File: config.mk
export PLATFORM = sky130hd
export DESIGN_NAME = cell_voltage_protection_monitor_unit
export DESIGN_NICKNAME = d
export VERILOG_FILES = /design/src/hdl/cvpm_pkg.sv /design/src/hdl/cvpm_mul.sv /design/src/hdl/cvpm_div.sv /design/src/hdl/cell_voltage_protection_monitor_unit.sv
export VERILOG_INCLUDE_DIRS = /design/src /design/src/hdl
export SDC_FILE = /design/constraint.sdc
export NUM_CORES = 2
export LEC_CHECK = 0
export ABC_AREA = 0
export BUFFER_PORTS_ARGS = -buffer_cell sky130_fd_sc_hd__buf_2
export CAP_MARGIN = 20
export CELL_PAD_IN_SITES_DETAIL_PLACEMENT = 1
export CELL_PAD_IN_SITES_GLOBAL_PLACEMENT = 1
export CORE_MARGIN = 5
export CORE_UTILIZATION = 30
export CTS_CLUSTER_SIZE = 40
export DETAILED_ROUTE_END_ITERATION = 16
export PLACE_DENSITY_LB_ADDON = 0.12
export SLEW_MARGIN = 10
export SYNTH_ARGS = -nofsm -noshare
export SYNTH_HDL_FRONTEND = slang
export SYNTH_SLANG_ARGS = --single-unit
File: constraint.sdc
create_clock -name clk -period 7.7 [get_ports clk]
set_input_delay 0.77 -clock clk [delete_from_list [all_inputs] [get_ports clk]]
set_output_delay 0.77 -clock clk [all_outputs]
set_load 0.05 [all_outputs]
File: src/hdl/assert_macros.svh
// ----------------------------------------------------------------------------
// assert_macros.svh
// Concurrent assertion shorthands, clocked on clk, quiet while arst_n is low.
// ----------------------------------------------------------------------------
`ifndef ASSERT_MACROS_SVH
`define ASSERT_MACROS_SVH

// property that must hold at every clock edge out of reset
`define ASSERT_CLK(label, prop, msg) \
	label: assert property (@(posedge clk) disable iff (!arst_n) (prop)) else $error(msg);

// condition that must never be seen at a clock edge out of reset
`define ASSERT_NEVER(label, cond, msg) \
	label: assert property (@(posedge clk) disable iff (!arst_n) !(cond)) else $error(msg);

`endif

File: src/hdl/cvpm_pkg.sv
`timescale 1ns / 1ps
// ----------------------------------------------------------------------------
// cvpm_pkg
// Shared sizes, constants and request types of the cell voltage monitor.
// ----------------------------------------------------------------------------
package cvpm_pkg;

	localparam int CELL_COUNT    = 4;
	localparam int SAMPLE_BITS   = 12;
	localparam int FRACTION_BITS = 8;

	localparam int NFILT       = CELL_COUNT + 4;
	localparam int CH_W        = $clog2(NFILT);
	localparam int IDX_SUPPLY  = 0;
	localparam int IDX_CURRENT = CELL_COUNT + 1;
	localparam int IDX_PACK    = CELL_COUNT + 2;
	localparam int IDX_TEMP    = CELL_COUNT + 3;

	localparam int STATE_W   = 24;
	localparam int COEFF_W   = 16;
	localparam int LIM_W     = 13;
	localparam int CFG_W     = 18;
	localparam int CFG_IDX_W = 3;

	// shift-add multiplier and restoring divider sizes
	localparam int MUL_A_W   = SAMPLE_BITS + STATE_W;
	localparam int MUL_B_W   = 18;
	localparam int PROD_W    = MUL_A_W + MUL_B_W;
	localparam int DIV_D_W   = SAMPLE_BITS + 16;
	localparam int QUOT_W    = STATE_W;
	localparam int DSH_W     = DIV_D_W + QUOT_W - 1;
	localparam int MUL_CNT_W = $clog2(MUL_B_W + 1);
	localparam int DIV_CNT_W = $clog2(QUOT_W + 1);

	localparam logic [DIV_D_W-1:0] FULL_SCALE = DIV_D_W'((1 << SAMPLE_BITS) - 1);
	localparam logic [DIV_D_W-1:0] CELL_DIV   = FULL_SCALE << 16;
	localparam logic [DIV_D_W-1:0] PACK_DIV   = FULL_SCALE * DIV_D_W'(10000);
	localparam logic [DIV_D_W-1:0] CUR_DIV    = DIV_D_W'(1000) << FRACTION_BITS;

	localparam logic [MUL_B_W-1:0] SUPPLY_REF_MV = MUL_B_W'(3300);
	localparam logic [MUL_B_W-1:0] PACK_NUM      = MUL_B_W'(50015);
	localparam logic [MUL_B_W-1:0] CUR_NUM       = MUL_B_W'(10416);

	typedef enum logic [CFG_IDX_W-1:0] {
		REG_OVER_LIMIT,
		REG_UNDER_LIMIT,
		REG_OVER_RELEASE,
		REG_UNDER_RELEASE,
		REG_FILTER_COEFF,
		REG_REF_CAL,
		REG_CELL_GAIN,
		REG_CURRENT_ZERO
	} cfg_reg_t;

	typedef enum logic [3:0] {
		ST_IDLE,
		ST_LOAD,
		ST_MUL1,
		ST_MUL2,
		ST_DIV,
		ST_FMUL,
		ST_CLOAD,
		ST_CMUL,
		ST_CDIV,
		ST_OUT
	} seq_state_t;

	typedef struct packed {
		logic               start;
		logic [MUL_A_W-1:0] a;
		logic [MUL_B_W-1:0] b;
	} mul_req_t;

	typedef struct packed {
		logic              done;
		logic [PROD_W-1:0] p;
	} mul_rsp_t;

	typedef struct packed {
		logic               start;
		logic [PROD_W-1:0]  n;
		logic [DIV_D_W-1:0] d;
	} div_req_t;

	typedef struct packed {
		logic              done;
		logic [QUOT_W-1:0] q;
		logic              rem_nz;
	} div_rsp_t;

endpackage

File: src/hdl/cvpm_mul.sv
`timescale 1ns / 1ps
// ----------------------------------------------------------------------------
// cvpm_mul
// Bit-serial shift-add multiplier, one multiplier bit per cycle.
// ----------------------------------------------------------------------------
module cvpm_mul (
	input  logic               clk,
	input  logic               arst_n,
	input  cvpm_pkg::mul_req_t req,
	output cvpm_pkg::mul_rsp_t rsp
);
	import cvpm_pkg::*;

	logic [PROD_W-1:0]    acc_q;
	logic [PROD_W-1:0]    mcd_q;
	logic [MUL_B_W-1:0]   mlr_q;
	logic [MUL_CNT_W-1:0] cnt_q;
	logic                 run_q;
	logic                 done_q;

	always_ff @(posedge clk or negedge arst_n) begin
		if (!arst_n) begin
			run_q  <= 1'b0;
			done_q <= 1'b0;
		end else begin
			done_q <= 1'b0;
			if (req.start) begin
				run_q <= 1'b1;
			end else if (run_q && cnt_q == MUL_CNT_W'(1)) begin
				run_q  <= 1'b0;
				done_q <= 1'b1;
			end
		end
	end

	always_ff @(posedge clk) begin
		if (req.start) begin
			acc_q <= '0;
			mcd_q <= PROD_W'(req.a);
			mlr_q <= req.b;
			cnt_q <= MUL_CNT_W'(MUL_B_W);
		end else if (run_q) begin
			if (mlr_q[0]) begin
				acc_q <= acc_q + mcd_q;
			end
			mcd_q <= mcd_q << 1;
			mlr_q <= mlr_q >> 1;
			cnt_q <= cnt_q - MUL_CNT_W'(1);
		end
	end

	assign rsp.done = done_q;
	assign rsp.p    = acc_q;

endmodule

File: src/hdl/cvpm_div.sv
`timescale 1ns / 1ps
// ----------------------------------------------------------------------------
// cvpm_div
// Restoring divider, one quotient bit per cycle, quotient saturated to 24 bits.
// ----------------------------------------------------------------------------
module cvpm_div (
	input  logic               clk,
	input  logic               arst_n,
	input  cvpm_pkg::div_req_t req,
	output cvpm_pkg::div_rsp_t rsp
);
	import cvpm_pkg::*;

	localparam int CMP_W = PROD_W + DIV_D_W;

	logic [PROD_W-1:0]    rem_q;
	logic [DIV_D_W-1:0]   den_q;
	logic [DSH_W-1:0]     dsh_q;
	logic [QUOT_W-1:0]    quo_q;
	logic [DIV_CNT_W-1:0] cnt_q;
	logic                 chk_q;
	logic                 run_q;
	logic                 done_q;
	logic                 sat;
	logic                 ge;

	// quotient would not fit: dividend at or above divisor * 2^24
	assign sat = CMP_W'(rem_q) >= (CMP_W'(den_q) << QUOT_W);
	assign ge  = rem_q >= PROD_W'(dsh_q);

	always_ff @(posedge clk or negedge arst_n) begin
		if (!arst_n) begin
			chk_q  <= 1'b0;
			run_q  <= 1'b0;
			done_q <= 1'b0;
		end else begin
			done_q <= 1'b0;
			if (req.start) begin
				chk_q <= 1'b1;
			end else if (chk_q) begin
				chk_q <= 1'b0;
				if (sat) begin
					done_q <= 1'b1;
				end else begin
					run_q <= 1'b1;
				end
			end else if (run_q && cnt_q == DIV_CNT_W'(1)) begin
				run_q  <= 1'b0;
				done_q <= 1'b1;
			end
		end
	end

	always_ff @(posedge clk) begin
		if (req.start) begin
			rem_q <= req.n;
			den_q <= req.d;
		end else if (chk_q) begin
			dsh_q <= DSH_W'(den_q) << (QUOT_W - 1);
			cnt_q <= DIV_CNT_W'(QUOT_W);
			quo_q <= sat ? '1 : '0;
		end else if (run_q) begin
			if (ge) begin
				rem_q <= rem_q - PROD_W'(dsh_q);
			end
			quo_q <= {quo_q[QUOT_W-2:0], ge};
			dsh_q <= dsh_q >> 1;
			cnt_q <= cnt_q - DIV_CNT_W'(1);
		end
	end

	assign rsp.done   = done_q;
	assign rsp.q      = quo_q;
	assign rsp.rem_nz = (rem_q != '0);

endmodule

File: src/hdl/cell_voltage_protection_monitor_unit.sv
`timescale 1ns / 1ps
// ----------------------------------------------------------------------------
// cell_voltage_protection_monitor_unit
// Cell over/under-voltage protection with filtered supply, cell, pack,
// current and temperature readings from one ADC scan per beat.
// ----------------------------------------------------------------------------
// Usage:
//  s_* carries one scan per beat (eight 12-bit samples). m_* returns one
//  beat per scan with the flags and the filtered readings. cfg_we writes
//  register cfg_index with cfg_data in the same edge; write only when idle.
//  Each scan is worked channel by channel through one shift-add multiplier
//  and one restoring divider: supply first, then cells, current, pack and
//  temperature, then the current scaling; the supply step is skipped when
//  the reference sample is zero. s_tready is high only between scans, so
//  a new scan is taken only once the previous one has been worked through.
//  The result sits in an output register: a stalled receiver holds m_tdata
//  and the next scan is still taken and worked; it waits only at the final
//  hand-over if the previous beat is still pending.
//  Reset clears all filter states, latches and the first-scan mark, opens
//  the contactor and loads the register defaults.
// ----------------------------------------------------------------------------
module cell_voltage_protection_monitor_unit (
	input  logic                              clk,
	input  logic                              arst_n,
	input  logic                              s_tvalid,
	output logic                              s_tready,
	// cell1..cellN, current, pack, temp, reference samples, lowest first
	input  logic [((cvpm_pkg::NFILT*cvpm_pkg::SAMPLE_BITS+7)/8)*8-1:0] s_tdata,
	output logic                              m_tvalid,
	input  logic                              m_tready,
	// contactor_closed, over_voltage, under_voltage, supply_mv,
	// cell1..cellN_mv, pack_mv, current_level, temp_mv, zero pad
	output logic [((cvpm_pkg::CELL_COUNT*13+61+7)/8)*8-1:0] m_tdata,
	input  logic                              cfg_we,
	input  logic [cvpm_pkg::CFG_IDX_W-1:0]    cfg_index,
	input  logic [cvpm_pkg::CFG_W-1:0]        cfg_data
);
	import cvpm_pkg::*;

`include "assert_macros.svh"

	localparam int MV_W   = 13;
	localparam int PACK_W = 16;
	localparam int CUR_W  = 16;
	localparam int O_SUP  = 3;
	localparam int O_CELL = O_SUP + MV_W;
	localparam int O_PACK = O_CELL + CELL_COUNT * MV_W;
	localparam int O_CUR  = O_PACK + PACK_W;
	localparam int O_TEMP = O_CUR + CUR_W;
	localparam int OUT_W  = ((CELL_COUNT * 13 + 61 + 7) / 8) * 8;

	// configuration
	logic [LIM_W-1:0]   over_limit_q, under_limit_q, over_rel_q, under_rel_q;
	logic [COEFF_W-1:0] coeff_q;
	logic [11:0]        ref_cal_q;
	logic [17:0]        gain_q;
	logic [11:0]        cur_zero_q;

	// sequencer and datapath state
	seq_state_t               state_q, state_d;
	logic [CH_W-1:0]          ch_q;
	logic [SAMPLE_BITS-1:0]   smp_q [NFILT];
	logic [STATE_W-1:0]       filt_q [NFILT];
	logic                     neg_q;
	logic [CUR_W-1:0]         lvl_q;
	logic                     any_over_q, any_under_q, all_below_q, all_above_q;
	logic                     all_inside_q;
	logic                     over_q, under_q, contactor_q, first_done_q;
	logic                     m_tvalid_q;
	logic [OUT_W-1:0]         m_tdata_q;

	mul_req_t mul_req;
	mul_rsp_t mul_rsp;
	div_req_t div_req;
	div_rsp_t div_rsp;

	// control strobes from the sequencer
	logic ch_inc, f_we, cur_we, dec, out_ld, accept;

	logic [SAMPLE_BITS-1:0] sel_smp;
	logic [STATE_W-1:0]     sel_f;
	logic                   is_cell;
	logic [STATE_W:0]       fdiff;
	logic [STATE_W:0]       cdiff;
	logic [STATE_W:0]       fdiff_abs;
	logic [STATE_W:0]       cdiff_abs;
	logic [STATE_W-1:0]     step;
	logic [STATE_W-1:0]     f_new;
	logic [QUOT_W:0]        cmag;
	logic [CUR_W-1:0]       lvl_d;
	logic                   ov_n, un_n, ct_n;
	logic [STATE_W-1:0]     ovq, unq, orq, urq;
	logic [OUT_W-1:0]       out_d;

	function automatic logic [MV_W-1:0] sat_mv(input logic [STATE_W-1:0] f);
		logic [STATE_W-FRACTION_BITS-1:0] v;
		v = f[STATE_W-1:FRACTION_BITS];
		if (32'(v) > 32'(8191)) return '1;
		return MV_W'(v);
	endfunction

	function automatic logic [PACK_W-1:0] sat_pack(input logic [STATE_W-1:0] f);
		logic [STATE_W-FRACTION_BITS-1:0] v;
		v = f[STATE_W-1:FRACTION_BITS];
		if (32'(v) > 32'(65535)) return '1;
		return PACK_W'(v);
	endfunction

	assign accept   = s_tvalid && s_tready;
	assign s_tready = (state_q == ST_IDLE);
	assign m_tvalid = m_tvalid_q;
	assign m_tdata  = m_tdata_q;

	// limits in Q.FRACTION_BITS
	assign ovq = STATE_W'({over_limit_q, {FRACTION_BITS{1'b0}}});
	assign unq = STATE_W'({under_limit_q, {FRACTION_BITS{1'b0}}});
	assign orq = STATE_W'({over_rel_q, {FRACTION_BITS{1'b0}}});
	assign urq = STATE_W'({under_rel_q, {FRACTION_BITS{1'b0}}});

	// channel 0 is the supply, fed by the reference sample (last in the beat)
	assign sel_smp = (ch_q == CH_W'(IDX_SUPPLY)) ? smp_q[NFILT-1]
		: smp_q[CH_W'(ch_q - 1'b1)];
	assign sel_f   = filt_q[ch_q];
	assign is_cell = (ch_q >= CH_W'(1)) && (ch_q <= CH_W'(CELL_COUNT));

	assign fdiff     = {1'b0, div_rsp.q} - {1'b0, sel_f};
	assign fdiff_abs = fdiff[STATE_W] ? -fdiff : fdiff;
	assign cdiff     = {1'b0, filt_q[IDX_CURRENT]}
		- (STATE_W+1)'({cur_zero_q, {FRACTION_BITS{1'b0}}});
	assign cdiff_abs = cdiff[STATE_W] ? -cdiff : cdiff;

	// filter step, floored: negative deltas round away from zero
	always_comb begin
		if (neg_q) begin
			step  = STATE_W'((mul_rsp.p + PROD_W'(16'hFFFF)) >> COEFF_W);
			f_new = sel_f - step;
		end else begin
			step  = STATE_W'(mul_rsp.p >> COEFF_W);
			f_new = sel_f + step;
		end
	end

	// current level: floor of signed quotient, then clamp to 16 bits
	always_comb begin
		cmag = (QUOT_W+1)'(div_rsp.q) + (QUOT_W+1)'(div_rsp.rem_nz);
		if (neg_q) begin
			if (cmag > (QUOT_W+1)'(32768)) lvl_d = 16'h8000;
			else lvl_d = CUR_W'((QUOT_W+1)'(0) - cmag);
		end else begin
			if (div_rsp.q > QUOT_W'(32767)) lvl_d = 16'h7FFF;
			else lvl_d = CUR_W'(div_rsp.q);
		end
	end

	// protection decision at the end of a scan
	always_comb begin
		ov_n = over_q;
		un_n = under_q;
		ct_n = contactor_q;
		if (!first_done_q) begin
			if (all_inside_q) ct_n = 1'b1;
		end else begin
			if (over_q) begin
				if (all_below_q) begin
					ct_n = 1'b1;
					ov_n = 1'b0;
				end
			end else if (any_over_q) begin
				ct_n = 1'b0;
				ov_n = 1'b1;
			end
			if (under_q) begin
				if (all_above_q) begin
					ct_n = 1'b1;
					un_n = 1'b0;
				end
			end else if (any_under_q) begin
				ct_n = 1'b0;
				un_n = 1'b1;
			end
		end
	end

	// sequencer: next state and unit requests
	always_comb begin
		state_d = state_q;
		mul_req = '0;
		div_req = '0;
		ch_inc  = 1'b0;
		f_we    = 1'b0;
		cur_we  = 1'b0;
		dec     = 1'b0;
		out_ld  = 1'b0;
		unique case (state_q)
			ST_IDLE: begin
				if (s_tvalid) state_d = ST_LOAD;
			end
			ST_LOAD: begin
				if (ch_q == CH_W'(IDX_SUPPLY)) begin
					if (sel_smp == '0) begin
						ch_inc = 1'b1; // supply estimate held
					end else begin
						mul_req = '{start: 1'b1, a: MUL_A_W'(ref_cal_q), b: SUPPLY_REF_MV};
						state_d = ST_MUL1;
					end
				end else begin
					mul_req = '{start: 1'b1, a: MUL_A_W'(filt_q[IDX_SUPPLY]),
						b: MUL_B_W'(sel_smp)};
					state_d = ST_MUL1;
				end
			end
			ST_MUL1: begin
				if (mul_rsp.done) begin
					if (ch_q == CH_W'(IDX_SUPPLY)) begin
						div_req = '{start: 1'b1, n: mul_rsp.p << FRACTION_BITS,
							d: DIV_D_W'(sel_smp)};
						state_d = ST_DIV;
					end else if (is_cell) begin
						mul_req = '{start: 1'b1, a: mul_rsp.p[MUL_A_W-1:0], b: gain_q};
						state_d = ST_MUL2;
					end else if (ch_q == CH_W'(IDX_PACK)) begin
						mul_req = '{start: 1'b1, a: mul_rsp.p[MUL_A_W-1:0], b: PACK_NUM};
						state_d = ST_MUL2;
					end else begin
						div_req = '{start: 1'b1, n: mul_rsp.p, d: FULL_SCALE};
						state_d = ST_DIV;
					end
				end
			end
			ST_MUL2: begin
				if (mul_rsp.done) begin
					div_req = '{start: 1'b1, n: mul_rsp.p,
						d: is_cell ? CELL_DIV : PACK_DIV};
					state_d = ST_DIV;
				end
			end
			ST_DIV: begin
				if (div_rsp.done) begin
					mul_req = '{start: 1'b1, a: MUL_A_W'(fdiff_abs), b: MUL_B_W'(coeff_q)};
					state_d = ST_FMUL;
				end
			end
			ST_FMUL: begin
				if (mul_rsp.done) begin
					f_we = 1'b1;
					if (ch_q == CH_W'(NFILT - 1)) begin
						state_d = ST_CLOAD;
					end else begin
						ch_inc  = 1'b1;
						state_d = ST_LOAD;
					end
				end
			end
			ST_CLOAD: begin
				mul_req = '{start: 1'b1, a: MUL_A_W'(cdiff_abs), b: CUR_NUM};
				state_d = ST_CMUL;
			end
			ST_CMUL: begin
				if (mul_rsp.done) begin
					div_req = '{start: 1'b1, n: mul_rsp.p, d: CUR_DIV};
					state_d = ST_CDIV;
				end
			end
			ST_CDIV: begin
				if (div_rsp.done) begin
					cur_we  = 1'b1;
					dec     = 1'b1;
					state_d = ST_OUT;
				end
			end
			ST_OUT: begin
				if (!m_tvalid_q || m_tready) begin
					out_ld  = 1'b1;
					state_d = ST_IDLE;
				end
			end
			default: state_d = ST_IDLE;
		endcase
	end

	always_ff @(posedge clk or negedge arst_n) begin
		if (!arst_n) begin
			state_q <= ST_IDLE;
		end else begin
			state_q <= state_d;
		end
	end

	// configuration registers
	always_ff @(posedge clk or negedge arst_n) begin
		if (!arst_n) begin
			over_limit_q  <= LIM_W'(3650);
			under_limit_q <= LIM_W'(2700);
			over_rel_q    <= LIM_W'(3400);
			under_rel_q   <= LIM_W'(3000);
			coeff_q       <= COEFF_W'(6554);
			ref_cal_q     <= 12'd1536;
			gain_q        <= 18'd98882;
			cur_zero_q    <= 12'd2450;
		end else if (cfg_we) begin
			unique case (cfg_reg_t'(cfg_index))
				REG_OVER_LIMIT:    over_limit_q  <= cfg_data[LIM_W-1:0];
				REG_UNDER_LIMIT:   under_limit_q <= cfg_data[LIM_W-1:0];
				REG_OVER_RELEASE:  over_rel_q    <= cfg_data[LIM_W-1:0];
				REG_UNDER_RELEASE: under_rel_q   <= cfg_data[LIM_W-1:0];
				REG_FILTER_COEFF:  coeff_q       <= cfg_data[COEFF_W-1:0];
				REG_REF_CAL:       ref_cal_q     <= cfg_data[11:0];
				REG_CELL_GAIN:     gain_q        <= cfg_data[17:0];
				REG_CURRENT_ZERO:  cur_zero_q    <= cfg_data[11:0];
				default:           ;
			endcase
		end
	end

	// filter states, latches and per-scan cell summary
	always_ff @(posedge clk or negedge arst_n) begin
		if (!arst_n) begin
			for (int i = 0; i < NFILT; i++) filt_q[i] <= '0;
			ch_q         <= '0;
			any_over_q   <= 1'b0;
			any_under_q  <= 1'b0;
			all_below_q  <= 1'b1;
			all_above_q  <= 1'b1;
			all_inside_q <= 1'b1;
			over_q       <= 1'b0;
			under_q      <= 1'b0;
			contactor_q  <= 1'b0;
			first_done_q <= 1'b0;
			m_tvalid_q   <= 1'b0;
		end else begin
			if (accept) begin
				ch_q         <= '0;
				any_over_q   <= 1'b0;
				any_under_q  <= 1'b0;
				all_below_q  <= 1'b1;
				all_above_q  <= 1'b1;
				all_inside_q <= 1'b1;
			end
			if (ch_inc) ch_q <= CH_W'(ch_q + 1'b1);
			if (f_we) begin
				filt_q[ch_q] <= f_new;
				if (is_cell) begin
					if (f_new > ovq) any_over_q <= 1'b1;
					if (f_new < unq) any_under_q <= 1'b1;
					if (!(f_new < orq)) all_below_q <= 1'b0;
					if (!(f_new > urq)) all_above_q <= 1'b0;
					if (!(f_new < ovq && f_new > unq)) all_inside_q <= 1'b0;
				end
			end
			if (dec) begin
				over_q       <= ov_n;
				under_q      <= un_n;
				contactor_q  <= ct_n;
				first_done_q <= 1'b1;
			end
			if (out_ld) m_tvalid_q <= 1'b1;
			else if (m_tready) m_tvalid_q <= 1'b0;
		end
	end

	// payload registers
	always_ff @(posedge clk) begin
		if (accept) begin
			for (int i = 0; i < NFILT; i++) smp_q[i] <= s_tdata[i*SAMPLE_BITS +: SAMPLE_BITS];
		end
		if (state_q == ST_DIV || state_q == ST_CLOAD) begin
			neg_q <= (state_q == ST_DIV) ? fdiff[STATE_W] : cdiff[STATE_W];
		end
		if (cur_we) lvl_q <= lvl_d;
		if (out_ld) m_tdata_q <= out_d;
	end

	// result beat assembly
	always_comb begin
		out_d = '0;
		out_d[0] = contactor_q;
		out_d[1] = over_q;
		out_d[2] = under_q;
		out_d[O_SUP +: MV_W] = sat_mv(filt_q[IDX_SUPPLY]);
		for (int i = 0; i < CELL_COUNT; i++) begin
			out_d[O_CELL + i*MV_W +: MV_W] = sat_mv(filt_q[1 + i]);
		end
		out_d[O_PACK +: PACK_W] = sat_pack(filt_q[IDX_PACK]);
		out_d[O_CUR +: CUR_W]   = lvl_q;
		out_d[O_TEMP +: MV_W]   = sat_mv(filt_q[IDX_TEMP]);
	end

	cvpm_mul u_mul (
		.clk    (clk),
		.arst_n (arst_n),
		.req    (mul_req),
		.rsp    (mul_rsp)
	);

	cvpm_div u_div (
		.clk    (clk),
		.arst_n (arst_n),
		.req    (div_req),
		.rsp    (div_rsp)
	);

	// unit results only turn up while the sequencer waits for them
	`ASSERT_CLK(a_mul_done_wait, mul_rsp.done |-> (state_q == ST_MUL1 || state_q == ST_MUL2 || state_q == ST_FMUL || state_q == ST_CMUL), "multiplier result outside a wait state")
	`ASSERT_CLK(a_div_done_wait, div_rsp.done |-> (state_q == ST_DIV || state_q == ST_CDIV), "divider result outside a wait state")
	`ASSERT_CLK(a_one_scan, accept |=> !s_tready, "second scan taken while one is in work")
	`ASSERT_CLK(a_out_from_seq, $rose(m_tvalid_q) |-> $past(state_q) == ST_OUT, "result beat raised outside hand-over")

endmodule
==> summary.txt <==
Clocking
  – H-tree levels: 3
  – # resized after CTS: 0
  – Inserted Clock Buffers: 101
  – CTS tree: built
  – CTS Sinks: between 800 and 900
  – CTS Hold Bufs: 0
  – CTS max path bufs: 3
  – Postcts setup bufs: 0
  – Clock latency on the worst-skew pair: about 0.74 ns
  – Root buffer cell: clkbuf_16
  – Clock transition at the registers of the reported paths: 0.06 ns

Global routing
  – Antenna violations before repair: 19
  – Largest net degree at the start of global routing: ~130
  – GRT overflow: 0
  – First-pass GRT wire length: between 200000 and 300000 um
  – Total GRT Usage: between 20% and 30%
  – Vias in the first global route: between 40k and 50k

Placed design
  – DPL Wire Length: ~140000 um
  – Port Buf Inserts: 236
  – GP Congestion: just over 0.9

STA
  – Clk_skew: 0.04679 ns
  – Setup TNS: 0 ns
  – Tcrit/Tclk final: 86.26%
  – Final setup violation count: 0
  – Fin. Hold Viols: 0
  – Slew margin rel.: approximately 28%
  – Max Slew Vio Count: 0
  – Minimum clock period: about 6.6 ns
  – RSZ-0062 raised after global routing: false
  – Max Fclk: approximately 150 MHz
  – Worst-Margin Slew: approximately 1.1 ns

Power and ir drop
  – Leak: roughly 22 nW
  – Cell Pwr Density: roughly 190 nW/um2
  – Peak VDD IR: 0.1536 mV
  – Power, Total: 10.43 mW

Synthesis
  – Synth async-reset ratio: about two fifths
  – Yosys reg bits: 833
  – Register area share after synthesis: a little under half
  – Post-Syn Instances: 4812
  – Number of synthesized flops with an enable pin: around 430
  – Synth warn: 0
  – Cell variety after synth: 91
  – Syn avg cell area: 10.02 um2
  – Area of the mapped netlist: roughly 48000 um2
  – Synth Flop Type: edfxtp_1

Drt
  – DRT Wirelength: 189000 um
  – Vias post-DR: between 30k and 40k
  – Post-route ant nets: 0
  – Drt drc: 0
  – Starting DRT DRC Count: approximately 2.9k
  – 1st-pass router iterations: 6
  – Via-per-instance ratio: 5.438
  – WL/cell: roughly 26 um

Outcome
  – Status: complete, no violations

Finish
  – Synth-to-layout area growth: 15.20%
  – NumNets Final: between 5k and 6k
  – Commonest non-fill, non-tap cell in the layout: nand2_1
  – Most frequent cells in the layout: nand2_1 (486), o21ai_0 (436), edfxtp_1 (432)
  – Layout cells sized above 1: 15.50%

Hold path
  – Type of the most critical hold path: in2async

Job
  – Max_cap viols: 0

Worst setup path
  – R2r setup slk: 1.06 ns
  – CP endpoint: all_inside_q
  – Worst reg2reg path depth: 24
  – Crit path cell chain: inv_1 -> nor3_2 -> buf_4 -> a22oi_1 -> and4_1 -> inv_1 -> ha_1 -> a311oi_1 -> nor3_1 -> o31a_1 -> o21a_1 -> o21ai_0 -> nand2b_1 -> xnor2_1 -> inv_1 -> ha_1 -> a21oi_1 -> nor2b_1 -> o21ai_0 -> nand2b_1 -> a211oi_1 -> o2111ai_1 -> nor3b_1 -> o22a_1
  – Slowest CP cell: nor3_2
  – Setup CP Type: reg2reg
  – Critical path startpoint category: flop
  – Critical Path Most Common Cell: inv_1
  – Arrival time worst endpoint: 7.29 ns
  – Worst-path maximum fanout: 13
  – RR Endpoint: all_inside_q
  – Worst Setup SP: ch_q[2]
  – Critical path's largest stage delay: ~0.9 ns
  – Worst Setup End Kind: flop
  – Critical Path RT: around 8.3 ns
  – Reg-to-Reg Start: ch_q[2]

Die
  – Die W: roughly 400 um
  – Initial core utilization: a little under a third
  – Die Span Y: about 410 um
  – Die Footprint: about 170000 um2
  – # rows: 147
  – I/O pin count: approximately 240
  – Core ar.: roughly 160000 um2
-- cells in the mapped netlist (all sizes together), types with 43 or more instances --
cell | number | share of area, %
a21o | 89 | 1.4
a21oi | 273 | 2.8
a22oi | 142 | 2.2
clkbuf | 227 | 1.8
dfrtp | 280 | 15
dfstp | 44 | 2.4
dfxtp | 77 | 3.2
edfxtp | 432 | 27
ha | 260 | 6.8
inv | 281 | 2.2
mux2 | 142 | 3.3
nand2 | 490 | 3.8
nand2b | 114 | 1.5
nand3 | 76 | 0.80
nand4 | 70 | 0.91
nor2 | 247 | 1.9
nor2b | 44 | 0.57
nor3 | 91 | 0.95
o21a | 43 | 0.67
o21ai | 437 | 4.5
xnor2 | 113 | 2.1
xor2 | 78 | 1.4
-- metal layers --
metal / part of all wire (%) / routed length (um) / track usage, %
met2: 46 / 87600 / 35.60
met4: 2.5 / 4737 / 5.682
met1: 46 / 86840 / 30.28
met5: 0.029 / 55 / 0
met3: 5.2 / 9822 / 3.481
-- power breakdown --
group          internal [mW]  switching [mW]  total (mW)  leakage (nW)
Combinational          0.217           0.317       0.534          12.8
Sequential              4.81          0.0809        4.90          7.94
Clock                   2.91            2.10        5.00          1.70
Total                   7.94            2.49        10.4          22.4
-- sequential cells by signal, summed over array words and instances (netlist names), 16 cells and up --
name and count:
u_div.rem_q 54, coeff_q 16, filt_q 192, u_mul.mcd_q 54, u_mul.acc_q 54, u_div.dsh_q 51, u_mul.mlr_q 18, lvl_q 16
gain_q 18, u_div.quo_q 24, smp_q 96, m_tdata 113, u_div.den_q 18
-- worst min-delay path by stage --
stage	from	end	slack [ns]	cells past startpoint
finish	arst_n	filt_q[128]	0.02	1
global route	arst_n	filt_q[130]	0.04	1
CTS	arst_n	filt_q[84]	0.003	1
detailed placement	lvl_q[2]	m_tdata[86]	0.41	0
global placement	lvl_q[14]	m_tdata[98]	0.41	0
floorplan	lvl_q[0]	m_tdata[84]	0.40	0
-- worst max-delay path: cells and delay by family (launching register included) --
kind                     cells  cell delay [ns]
AND/OR/NAND/NOR              7             1.90
XOR/XNOR                     1             0.20
adder cells (fa/ha/maj)      2             0.50
AO/OA/AOI/OAI               10             2.43
flip-flops                   1             0.63
buffers and inverters        4             0.86
-- through the flow --
stage          worst slack, ns  hold slack [ns]  std cells  cell area, um2  utilization [%]
2_1_floorplan           0.3603           0.4003       4818           48220                -
3_3_place_gp             1.318           0.4071       7051           52000            32.46
3_5_place_dp             1.266           0.4108       7051           52000            32.46
4_1_cts                  1.191         0.002920       7242           55500            34.65
5_1_grt                 0.7506          0.04240       7244           55510            34.65
6_report                 1.058          0.02442       7245           55520            34.65
-- cell type report --
class | count | area [um2]
fillers | 18110 | 104700
multi-input cells | 3447 | 23640
flip-flops and latches | 833 | 22680
clock buffers | 136 | 2864
well taps | 2160 | 2703
repair buffers | 331 | 1927
inverters | 282 | 1061
clock inverters | 55 | 638.1
diodes | 1 | 2.502
-- cells by family after synthesis --
kind of cell	share of synthesized area, %
AO/OA/AOI/OAI	18.94
AND/OR/NAND/NOR	13.99
flip-flops	47.05
buffers and inverters	4.281
adder cells (fa/ha/maj)	6.958
multiplexers	5.301
XOR/XNOR	3.471
other	0.007781
Note: power is estimated with default switching activity, not from simulation.
